`config.mk`:
```
export PLATFORM = sky130hd
export DESIGN_NAME = finger_sensor_smoothing_feedback_unit
export DESIGN_NICKNAME = d
export VERILOG_FILES = /design/src/rtl/fsf_pkg.sv /design/src/rtl/fsf_smooth.sv /design/src/rtl/fsf_tactile.sv /design/src/rtl/fsf_servo_map.sv /design/src/rtl/finger_sensor_smoothing_feedback_unit.sv
export SDC_FILE = /design/constraint.sdc
export NUM_CORES = 1
export LEC_CHECK = 0
export ABC_AREA = 0
export BUFFER_PORTS_ARGS = -buffer_cell sky130_fd_sc_hd__buf_2
export CAP_MARGIN = 20
export CORE_MARGIN = 5
export CORE_UTILIZATION = 64
export DETAILED_ROUTE_END_ITERATION = 10
export PLACE_DENSITY = 0.85
export SETUP_SLACK_MARGIN = 0.05
export SKIP_LAST_GASP = 1
export SLEW_MARGIN = 0
export SYNTH_ARGS = -nofsm -noshare
export SYNTH_HDL_FRONTEND = slang
export SYNTH_SLANG_ARGS = --single-unit
```
`constraint.sdc`:
```
create_clock -name clk -period 20 [get_ports clk]
set_input_delay 2 -clock clk [delete_from_list [all_inputs] [get_ports clk]]
set_output_delay 2 -clock clk [all_outputs]
set_load 0.02 [all_outputs]
```
`src/rtl/fsf_pkg.sv`:
```
`default_nettype none

package fsf_pkg;

  // converter and servo ranges
  localparam int unsigned SampleW  = 10;
  localparam int unsigned LevelW   = 11;
  localparam int unsigned AngleW   = 8;
  localparam int unsigned TactW    = 7;
  localparam int unsigned GainW    = 9;
  localparam int unsigned CmdW     = 8;
  localparam int unsigned TimeW    = 32;
  localparam int unsigned IntervalW = 16;
  localparam int unsigned CfgIdxW  = 3;
  localparam int unsigned CfgDataW = 16;

  localparam logic [SampleW-1:0] LEVEL_MAX      = 10'd1023;
  localparam logic [SampleW:0]   FORCE_DEADBAND = 11'd5;
  localparam logic [TactW-1:0]   TACT_MAX       = 7'd90;

  // item kinds carried on in_tuser
  typedef enum logic {
    ACT_TICK = 1'b0,
    ACT_CMD  = 1'b1
  } action_t;

  // configuration register indexes
  typedef enum logic [CfgIdxW-1:0] {
    REG_SERVO_MIN   = 3'd0,
    REG_SERVO_MAX   = 3'd1,
    REG_FORCE_GAIN  = 3'd2,
    REG_BEND_GAIN   = 3'd3,
    REG_INTERVAL    = 3'd4,
    REG_FORCE_EN    = 3'd5,
    REG_BEND_EN     = 3'd6,
    REG_TACTILE_EN  = 3'd7
  } cfg_reg_t;

  // input item payload, first field in the highest bits
  typedef struct packed {
    logic [3:0]         pad;
    logic [CmdW-1:0]    bend_command;
    logic [SampleW-1:0] bend_sample;
    logic [SampleW-1:0] force_sample;
    logic [TimeW-1:0]   now_ms;
  } in_item_t;

  // result item payload, first field in the highest bits
  typedef struct packed {
    logic [LevelW-1:0] bend_level;
    logic [LevelW-1:0] force_level;
    logic              sampled;
    logic [TactW-1:0]  tactile_angle;
    logic              tactile_write;
    logic [AngleW-1:0] servo_angle;
    logic              servo_write;
  } out_item_t;

  // tactile step outcome handed back to the top level
  typedef struct packed {
    logic             move;
    logic [TactW-1:0] pos;
  } tact_res_t;

endpackage

`default_nettype wire

```
`src/rtl/fsf_smooth.sv`:
```
`default_nettype none

module fsf_smooth (
  input  wire logic [fsf_pkg::SampleW-1:0] cur,
  input  wire logic [fsf_pkg::SampleW-1:0] sample,
  input  wire logic [fsf_pkg::GainW-1:0]   gain,
  output logic      [fsf_pkg::SampleW-1:0] value
);

  logic signed [10:0] diff;
  logic signed [20:0] prod;
  logic signed [20:0] prod_adj;
  logic signed [12:0] step;
  logic signed [12:0] sum;

  // gain times difference, divided by 256 toward zero
  always_comb begin
    diff     = $signed({1'b0, sample}) - $signed({1'b0, cur});
    prod     = diff * $signed({1'b0, gain});
    prod_adj = prod[20] ? (prod + 21'sd255) : prod;
    step     = prod_adj[20:8];
    sum      = $signed({3'b000, cur}) + step;
  end

  // saturate into the converter range
  always_comb begin
    if (sum[12]) begin
      value = '0;
    end else if (sum > $signed({3'b000, fsf_pkg::LEVEL_MAX})) begin
      value = fsf_pkg::LEVEL_MAX;
    end else begin
      value = sum[9:0];
    end
  end

endmodule

`default_nettype wire

```
`src/rtl/fsf_tactile.sv`:
```
`default_nettype none

module fsf_tactile (
  input  wire logic [fsf_pkg::SampleW-1:0] prev_force,
  input  wire logic [fsf_pkg::SampleW-1:0] force_now,
  input  wire logic [fsf_pkg::TactW-1:0]   pos,
  output fsf_pkg::tact_res_t               res
);

  logic signed [10:0] diff;
  logic        [10:0] mag;
  logic signed [10:0] half;
  logic signed [11:0] target;

  // half the force change, truncated toward zero
  always_comb begin
    diff   = $signed({1'b0, prev_force}) - $signed({1'b0, force_now});
    mag    = diff[10] ? 11'(-diff) : 11'(diff);
    half   = (diff + $signed({10'd0, diff[10]})) >>> 1;
    target = $signed({5'd0, pos}) - $signed({half[10], half});
  end

  // move only past the deadband, clamp to the servo range
  always_comb begin
    res.move = (mag > fsf_pkg::FORCE_DEADBAND);
    if (target[11]) begin
      res.pos = '0;
    end else if (target > $signed({5'd0, fsf_pkg::TACT_MAX})) begin
      res.pos = fsf_pkg::TACT_MAX;
    end else begin
      res.pos = target[6:0];
    end
  end

endmodule

`default_nettype wire

```
`src/rtl/fsf_servo_map.sv`:
```
`default_nettype none

module fsf_servo_map (
  input  wire logic [fsf_pkg::AngleW-1:0] lo,
  input  wire logic [fsf_pkg::AngleW-1:0] hi,
  input  wire logic [fsf_pkg::CmdW-1:0]   cmd,
  output logic      [fsf_pkg::AngleW-1:0] angle
);

  logic signed [8:0]  span;
  logic signed [17:0] prod;
  logic        [16:0] mag;
  logic        [16:0] qsum;
  logic        [7:0]  quot;
  logic        [7:0]  offs;

  // command times span, divided by 255 toward zero on the magnitude
  always_comb begin
    span  = $signed({1'b0, hi}) - $signed({1'b0, lo});
    prod  = $signed({1'b0, cmd}) * span;
    mag   = prod[17] ? 17'(-prod) : 17'(prod);
    qsum  = mag + 17'd1 + (mag >> 8);
    quot  = qsum[15:8];
    offs  = prod[17] ? 8'(~quot + 8'd1) : quot;
    angle = lo + offs;
  end

endmodule

`default_nettype wire

```
`src/rtl/finger_sensor_smoothing_feedback_unit.sv`:
```
`default_nettype none

// channel   dir  width           contents
// in_       in   64 + 1 user     tick samples or bend command
// out_      out  40              servo, tactile and smoothed levels
// cfg_      in   3 idx, 16 data  register writes, no read-back
//
// one item per cycle while the output is not stalled; an item waits in the input
// register and its result is registered in the output register
// all arithmetic and the state update happen in the combinational logic between
// the two registers, so back-to-back ticks see each other's state
// reset (rst_n low, synchronous) clears both stages and state, presets config
// a stalled output holds both stages; in_tready drops only when both are full

module finger_sensor_smoothing_feedback_unit (
  input  wire logic                          clk,
  input  wire logic                          rst_n,
  // config write port
  input  wire logic                          cfg_wr_en,
  input  wire logic [fsf_pkg::CfgIdxW-1:0]   cfg_index,
  input  wire logic [fsf_pkg::CfgDataW-1:0]  cfg_wdata,
  // input stream
  input  wire logic                          in_tvalid,
  output logic                               in_tready,
  // now_ms[31:0], force_sample[41:32], bend_sample[51:42],
  // bend_command[59:52], zero[63:60]
  input  wire logic [63:0]                   in_tdata,
  // action[0]
  input  wire logic                          in_tuser,
  // result stream
  output logic                               out_tvalid,
  input  wire logic                          out_tready,
  // servo_write[0], servo_angle[8:1], tactile_write[9],
  // tactile_angle[16:10], sampled[17], force_level[28:18], bend_level[39:29]
  output logic [39:0]                        out_tdata
);

  // configuration registers
  logic [fsf_pkg::AngleW-1:0]    servo_min_r;
  logic [fsf_pkg::AngleW-1:0]    servo_max_r;
  logic [fsf_pkg::GainW-1:0]     force_gain_r;
  logic [fsf_pkg::GainW-1:0]     bend_gain_r;
  logic [fsf_pkg::IntervalW-1:0] interval_r;
  logic                          force_en_r;
  logic                          bend_en_r;
  logic                          tact_en_r;

  // filter state
  logic [fsf_pkg::TimeW-1:0]   last_time_r;
  logic [fsf_pkg::SampleW-1:0] force_sm_r;
  logic [fsf_pkg::SampleW-1:0] bend_sm_r;
  logic [fsf_pkg::SampleW-1:0] prev_force_r;
  logic [fsf_pkg::TactW-1:0]   tact_pos_r;
  logic                        seeded_r;

  // pipeline registers
  logic               in_valid_r;
  fsf_pkg::in_item_t  in_item_r;
  fsf_pkg::action_t   in_act_r;
  logic               out_valid_r;
  fsf_pkg::out_item_t out_item_r;

  logic               adv;
  logic               take;
  logic               load;

  logic [fsf_pkg::TimeW-1:0]   elapsed;
  logic                        tick_ok;
  logic [fsf_pkg::SampleW-1:0] force_base;
  logic [fsf_pkg::SampleW-1:0] bend_base;
  logic [fsf_pkg::SampleW-1:0] force_step;
  logic [fsf_pkg::SampleW-1:0] bend_step;
  logic [fsf_pkg::SampleW-1:0] force_new;
  logic [fsf_pkg::SampleW-1:0] bend_new;
  logic [fsf_pkg::SampleW-1:0] force_out;
  logic [fsf_pkg::SampleW-1:0] bend_out;
  logic [fsf_pkg::AngleW-1:0]  cmd_angle;
  fsf_pkg::tact_res_t          tact;
  logic                        tact_wr;
  logic [fsf_pkg::TactW-1:0]   tact_out;
  fsf_pkg::out_item_t          res;

  // configuration writes
  always_ff @(posedge clk) begin
    if (!rst_n) begin
      servo_min_r  <= 8'd0;
      servo_max_r  <= 8'd180;
      force_gain_r <= 9'd64;
      bend_gain_r  <= 9'd64;
      interval_r   <= 16'd10;
      force_en_r   <= 1'b0;
      bend_en_r    <= 1'b0;
      tact_en_r    <= 1'b0;
    end else if (cfg_wr_en) begin
      unique case (fsf_pkg::cfg_reg_t'(cfg_index))
        fsf_pkg::REG_SERVO_MIN:  servo_min_r  <= cfg_wdata[7:0];
        fsf_pkg::REG_SERVO_MAX:  servo_max_r  <= cfg_wdata[7:0];
        fsf_pkg::REG_FORCE_GAIN: force_gain_r <= cfg_wdata[8:0];
        fsf_pkg::REG_BEND_GAIN:  bend_gain_r  <= cfg_wdata[8:0];
        fsf_pkg::REG_INTERVAL:   interval_r   <= cfg_wdata;
        fsf_pkg::REG_FORCE_EN:   force_en_r   <= cfg_wdata[0];
        fsf_pkg::REG_BEND_EN:    bend_en_r    <= cfg_wdata[0];
        fsf_pkg::REG_TACTILE_EN: tact_en_r    <= cfg_wdata[0];
        default: ;
      endcase
    end
  end

  // handshake: both stages move whenever the output slot frees up
  assign adv       = !out_valid_r || out_tready;
  assign take      = in_valid_r && adv;
  assign load      = in_tvalid && in_tready;
  assign in_tready = !in_valid_r || adv;

  // input register
  always_ff @(posedge clk) begin
    if (!rst_n) begin
      in_valid_r <= 1'b0;
    end else if (load) begin
      in_valid_r <= 1'b1;
    end else if (adv) begin
      in_valid_r <= 1'b0;
    end
  end

  always_ff @(posedge clk) begin
    if (load) begin
      in_item_r <= fsf_pkg::in_item_t'(in_tdata);
      in_act_r  <= fsf_pkg::action_t'(in_tuser);
    end
  end

  // interval check on wrapped time
  always_comb begin
    elapsed = in_item_r.now_ms - last_time_r;
    tick_ok = (in_act_r == fsf_pkg::ACT_TICK) &&
              (elapsed > {16'd0, interval_r});
  end

  // the first accepted tick seeds both filters from its samples
  assign force_base = seeded_r ? force_sm_r : in_item_r.force_sample;
  assign bend_base  = seeded_r ? bend_sm_r  : in_item_r.bend_sample;

  fsf_smooth u_force_smooth (
    .cur    (force_base),
    .sample (in_item_r.force_sample),
    .gain   (force_gain_r),
    .value  (force_step)
  );

  fsf_smooth u_bend_smooth (
    .cur    (bend_base),
    .sample (in_item_r.bend_sample),
    .gain   (bend_gain_r),
    .value  (bend_step)
  );

  assign force_new = force_en_r ? force_step : force_base;
  assign bend_new  = bend_en_r  ? bend_step  : bend_base;

  fsf_tactile u_tactile (
    .prev_force (prev_force_r),
    .force_now  (force_new),
    .pos        (tact_pos_r),
    .res        (tact)
  );

  fsf_servo_map u_servo_map (
    .lo    (servo_min_r),
    .hi    (servo_max_r),
    .cmd   (in_item_r.bend_command),
    .angle (cmd_angle)
  );

  // result assembly from the post-update state
  always_comb begin
    tact_wr   = tick_ok && tact_en_r && tact.move;
    tact_out  = tact_wr ? tact.pos : tact_pos_r;
    force_out = tick_ok ? force_new : force_sm_r;
    bend_out  = tick_ok ? bend_new  : bend_sm_r;

    res.servo_write   = (in_act_r == fsf_pkg::ACT_CMD);
    res.servo_angle   = (in_act_r == fsf_pkg::ACT_CMD) ? cmd_angle : '0;
    res.tactile_write = tact_wr;
    res.tactile_angle = tact_out;
    res.sampled       = tick_ok;
    res.force_level   = force_en_r ? {1'b0, force_out} : '1;
    res.bend_level    = bend_en_r  ? {1'b0, bend_out}  : '1;
  end

  // state update on an accepted tick
  always_ff @(posedge clk) begin
    if (!rst_n) begin
      last_time_r  <= '0;
      force_sm_r   <= '0;
      bend_sm_r    <= '0;
      prev_force_r <= '0;
      tact_pos_r   <= '0;
      seeded_r     <= 1'b0;
    end else if (take && tick_ok) begin
      last_time_r <= in_item_r.now_ms;
      force_sm_r  <= force_new;
      bend_sm_r   <= bend_new;
      seeded_r    <= 1'b1;
      if (tact_en_r) begin
        prev_force_r <= force_new;
      end
      if (tact_wr) begin
        tact_pos_r <= tact.pos;
      end
    end
  end

  // output register
  always_ff @(posedge clk) begin
    if (!rst_n) begin
      out_valid_r <= 1'b0;
    end else if (adv) begin
      out_valid_r <= in_valid_r;
    end
  end

  always_ff @(posedge clk) begin
    if (take) begin
      out_item_r <= res;
    end
  end

  assign out_tvalid = out_valid_r;
  assign out_tdata  = out_item_r;

  // tactile position never leaves the servo range
  assert property (@(posedge clk) disable iff (!rst_n)
    tact_pos_r <= fsf_pkg::TACT_MAX)
    else $error("tactile position out of range");

  // a command item leaves the filter state untouched
  assert property (@(posedge clk) disable iff (!rst_n)
    (take && in_act_r == fsf_pkg::ACT_CMD) |=>
      ($stable(last_time_r) && $stable(force_sm_r) && $stable(tact_pos_r)))
    else $error("command item changed filter state");

  // once seeded, the filters stay seeded
  assert property (@(posedge clk) disable iff (!rst_n)
    seeded_r |=> seeded_r)
    else $error("seed flag cleared");

  // a result is never both a servo command and a sample
  assert property (@(posedge clk) disable iff (!rst_n)
    out_valid_r |-> !(out_item_r.servo_write && out_item_r.sampled))
    else $error("result marked as command and sample");

  // a free output slot always lets a new item in
  assert property (@(posedge clk) disable iff (!rst_n)
    out_tready |-> in_tready)
    else $error("input stalled with output ready");

endmodule

`default_nettype wire
```
==> results.txt <==
- The run finished with clean final reports.
* Count of buffers inserted at the top-level ports: 126
- Relative slew slack: roughly a fifth
- Final hold analysis gives a worst-case slack of 0.452 ns.
- The synthesized design devotes to its leading area cell type 17.0% of total area.
* Critical Path Source: seeded_r
- Synthesis instantiated 87 different standard cells from the library.
* Starting DRC count in detailed routing: roughly 2k
- Residual DRC: 0
- The HPWL after detailed placement is 52,700 um.
- Most instantiated flip-flop cell in the synthesis netlist: dfxtp_1
- Biggest cell delay along the critical path: about 0.76 ns
- TritonCTS Buffers: 26
- Final hold violation count: 0
* Final WL: 67,400 um
- Once placement completed, the tool counted placed cells totaling about 3.7k.
* Commonest cells in the netlist: inv_1, nand2_1, ha_1
- Power share of the combinational group: approximately two thirds
- Sequential share of the synthesized area: 20.8%
- In this run the number of H-tree levels came out at 1.
* Endpoint of the worst hold path: last_time_r[3]
- The post-route netlist has 7.04% of its cells at a drive strength greater than 1.
* Post-layout minimum cycle time: 18.05 ns
- Detailed routing placed a total of 33,200 um of wire on met2.
- Total of flip-flops plus latches after synthesis: 226
- Highest metal layer with signal wires: met5
- Before CTS, the worst setup slack after placement is between 2 and 2.5 ns.
- Clock transition time at the flip-flop clock pins of the worst setup and hold paths: 0.06 ns
- R2r setup slk: around 1.9 ns
- The max-slew violation total from the final report came to 0.
* Number of global-route vias before repair: approximately 23k
* Antenna violations before repair: 7
- Clock Tree Buf Depth: 3
- Number of warnings issued by yosys: 0
- Met3 wire len: 4440 um
* Area after DPL: 27,600 um2
- DRT antenna net count: 0
- STA puts the critical path data required time at 20.28 ns.
* Proportion of synthesized flip-flops having asynchronous set or reset: 0%
* Hold/Removal Path Class: reg -> reg
- The first detailed-routing pass took 8 iterations.
- The synthesized design spends more area on one cell type than any other, namely fa_1.
- Kind of cell adding the most delay to the critical path: compound AO/OA/AOI/OAI gates
- Internal power comes to 1.66 mW.
* Category of the critical setup timing path: reg -> reg
- The worst-case IR drop observed on VDD is 139 uV.
* Worst-margin pin slew: 1.17 ns
- Yosys mapped a number of flops with a built-in enable equal to about 100.
- Seq pwr share: about 17%
- On the critical path, the stage with the largest delay is an instance of dfxtp_1.
* Most frequently used cell type in the post-synthesis netlist: inv_1
- Counting cells, the worst reg-to-reg path comes to 63.
- Derived from the worst setup path, the maximum achievable clock frequency is 55.4 MHz.
* Clk pwr share: approximately 15%
- Total track usage: between 20 and 30%
- Setup-violating endpoint count in the final report: 0
- Worst setup SP type: flop
- Routed length per placed instance: ~18 um
* Fraction of power spent switching nets: 47.4%
- The floorplan step set the die width to 214 um.
* Startpoint of the most critical register-to-register path: seeded_r
- Entering global routing, the biggest net connects 74 pins.
* Number of cell rows: 74
- Wl on met1: 27,500 um
- In this run, post-CTS hold repair placed 0 buffers.
- Largest driver fanout on the critical path: 13
* TritonCTS clock tree: done
- Summed instance area of the synthesized netlist: ~27,000 um2
- STA classifies the critical path endpoint as a flop.
- After clock tree synthesis, the repair step resized 0 gates.
- Clock tree synthesis found a total of approximately 230 sinks.
- The routed layout has 22.9k vias.
- Final non-filler cell area: 28,500 um2
- roughly 130 I/O pins were placed.
- The area growth from synthesis to layout is 7.22%.
- Max Clock Skew: 0.00964 ns
- Once routing completed, OpenROAD measured the worst setup slack at between 1.5 and 2 ns.
- Total die area: about 46,000 um2
- The final critical path takes up 90.3% of the cycle.
* Arr. time, crit path: 18.33 ns
- Final total negative setup slack: 0 ns
- Die Height: 214 um
- DR vias/cell: slightly above 6
* Synth Net Count: 3,707
- Once the clock tree was built, the setup fixing pass inserted 0 buffers.
- The average instance in the mapped netlist occupies 8.55 um2.
- Initial core utilization: between 60% and 70%
- For this design the total switching power over the nets is 1.50 mW.
- Across the run, the number of max-cap violations was 0.
- Counting stages on the worst path, the most repeated cell is fa_1.
- Worst-skew pair later-pin latency: 0.57 ns
* Setup repair after global routing missed its margin: false
- In this run the most critical hold path is launched from last_time_r[3].
- Dividing total power by cell area gives a power density of 111 nW/um2.
- Excluding fillers, the count of instances in the completed layout stands at 3,743.
- The worst hold path passes through 2 cells.
- The first global-routing pass estimated 111,000 um of wire.
- Synthesis produced 3,113 cells.
* Root buffer selected by CTS: clkbuf_16
- Crit path buffers/inverters: 6
- For this run the aggregate overflow at the end of global routing stands at 0.
- The analysis attributes to cell leakage a power of ~13 nW.
- The worst register-to-register path ends at out_tdata[13].
- At the end of the flow, the number of nets in the layout was 3,782.
- Gpl congestion: 0.900
- After synthesis, the cell types taking the most area are fa_1, ha_1, edfxtp_1.
* Placeable core region: about 40,000 um2
-- power by group through the flow --
stage / clock, mW / sequential, mW / combinational (mW)
2_1_floorplan: 0 / 0.550 / 1.65
3_3_place_gp: 0 / 0.545 / 2.00
3_5_place_dp: 0 / 0.547 / 2.08
4_1_cts: 0.490 / 0.537 / 2.12
5_1_grt: 0.507 / 0.539 / 2.38
6_report: 0.483 / 0.537 / 2.14
-- cells in the final DEF (no fill, tap or decap), types with 45 or more instances in the layout --
| master | instances |
|---|---|
| inv_1 | 407 |
| nand2_1 | 404 |
| ha_1 | 279 |
| fa_1 | 226 |
| a21oi_1 | 214 |
| nor2_1 | 150 |
| and2_1 | 136 |
| o21ai_0 | 130 |
| buf_2 | 127 |
| dfxtp_1 | 125 |
| xnor2_1 | 107 |
| edfxtp_1 | 101 |
| xor2_1 | 54 |
| nor2b_1 | 53 |
| nand2b_1 | 45 |
-- tightest hold or removal path, delay by kind of cell, from the launching register on --
family	cells	cell delay [ns]
flip-flops	1	0.30
AND/OR/NAND/NOR	1	0.05
AO/OA/AOI/OAI	1	0.05
-- how the worst max path moves through the flow --
| stage | slack (ns) | endpoint | depth (start not counted) |
|---|---|---|---|
| final | 1.95 | out_tdata[13] | 63 |
| after global routing | 0.10 | out_tdata[13] | 63 |
| after CTS | 2.10 | out_tdata[13] | 65 |
| after detailed placement | 2.10 | out_tdata[13] | 65 |
| after global placement | 2.72 | out_tdata[13] | 63 |
| after floorplan | 4.53 | out_tdata[13] | 66 |
-- final cells by class --
class	instances	area (um2)
multi-input combinational	2387	19200
clock buffer	36	782
sequential	226	5540
tap	532	666
timing repair buffer	137	718
inverter	410	1540
antenna	3	7.51
clock inverter	12	92.6
fill	3155	12500
-- registers in the layout, indices dropped and copies added, names as in the netlist, 7 cells and up --
signal	flops
in_item_r	60
out_tdata	40
last_time_r	32
interval_r	16
bend_sm_r	10
force_sm_r	10
prev_force_r	10
bend_gain_r	9
force_gain_r	9
servo_max_r	8
servo_min_r	8
tact_pos_r	7
-- stage by stage --
step                      power (mW)  util (%)
after floorplan                 2.20         -
after global placement          2.54      67.3
after detailed placement        2.63      67.4
after CTS                       3.14      69.5
after global routing            3.42      69.5
final                           3.16      69.5
-- routing by layer --
layer	global-route usage, %	up-vias
met1	37.7	11100
met2	50.8	888
li1	-	10800
met4	8.51	10
met5	0	-
met3	3.63	150
-- logic make-up (layout without fill, tap and decap cells) --
family          Yosys count  in the layout  share of synthesized area [%]
simple gates            997            997                           18.2
compound gates          685            685                           16.8
fa+ha+maj               505            505                           30.1
buf+inv                 500            595                           7.18
flops                   226            226                           20.8
xor+xnor                162            162                           5.39
mux                      38             38                           1.46
other cells               0              3                              0
Note: power is estimated with default switching activity, not from simulation.
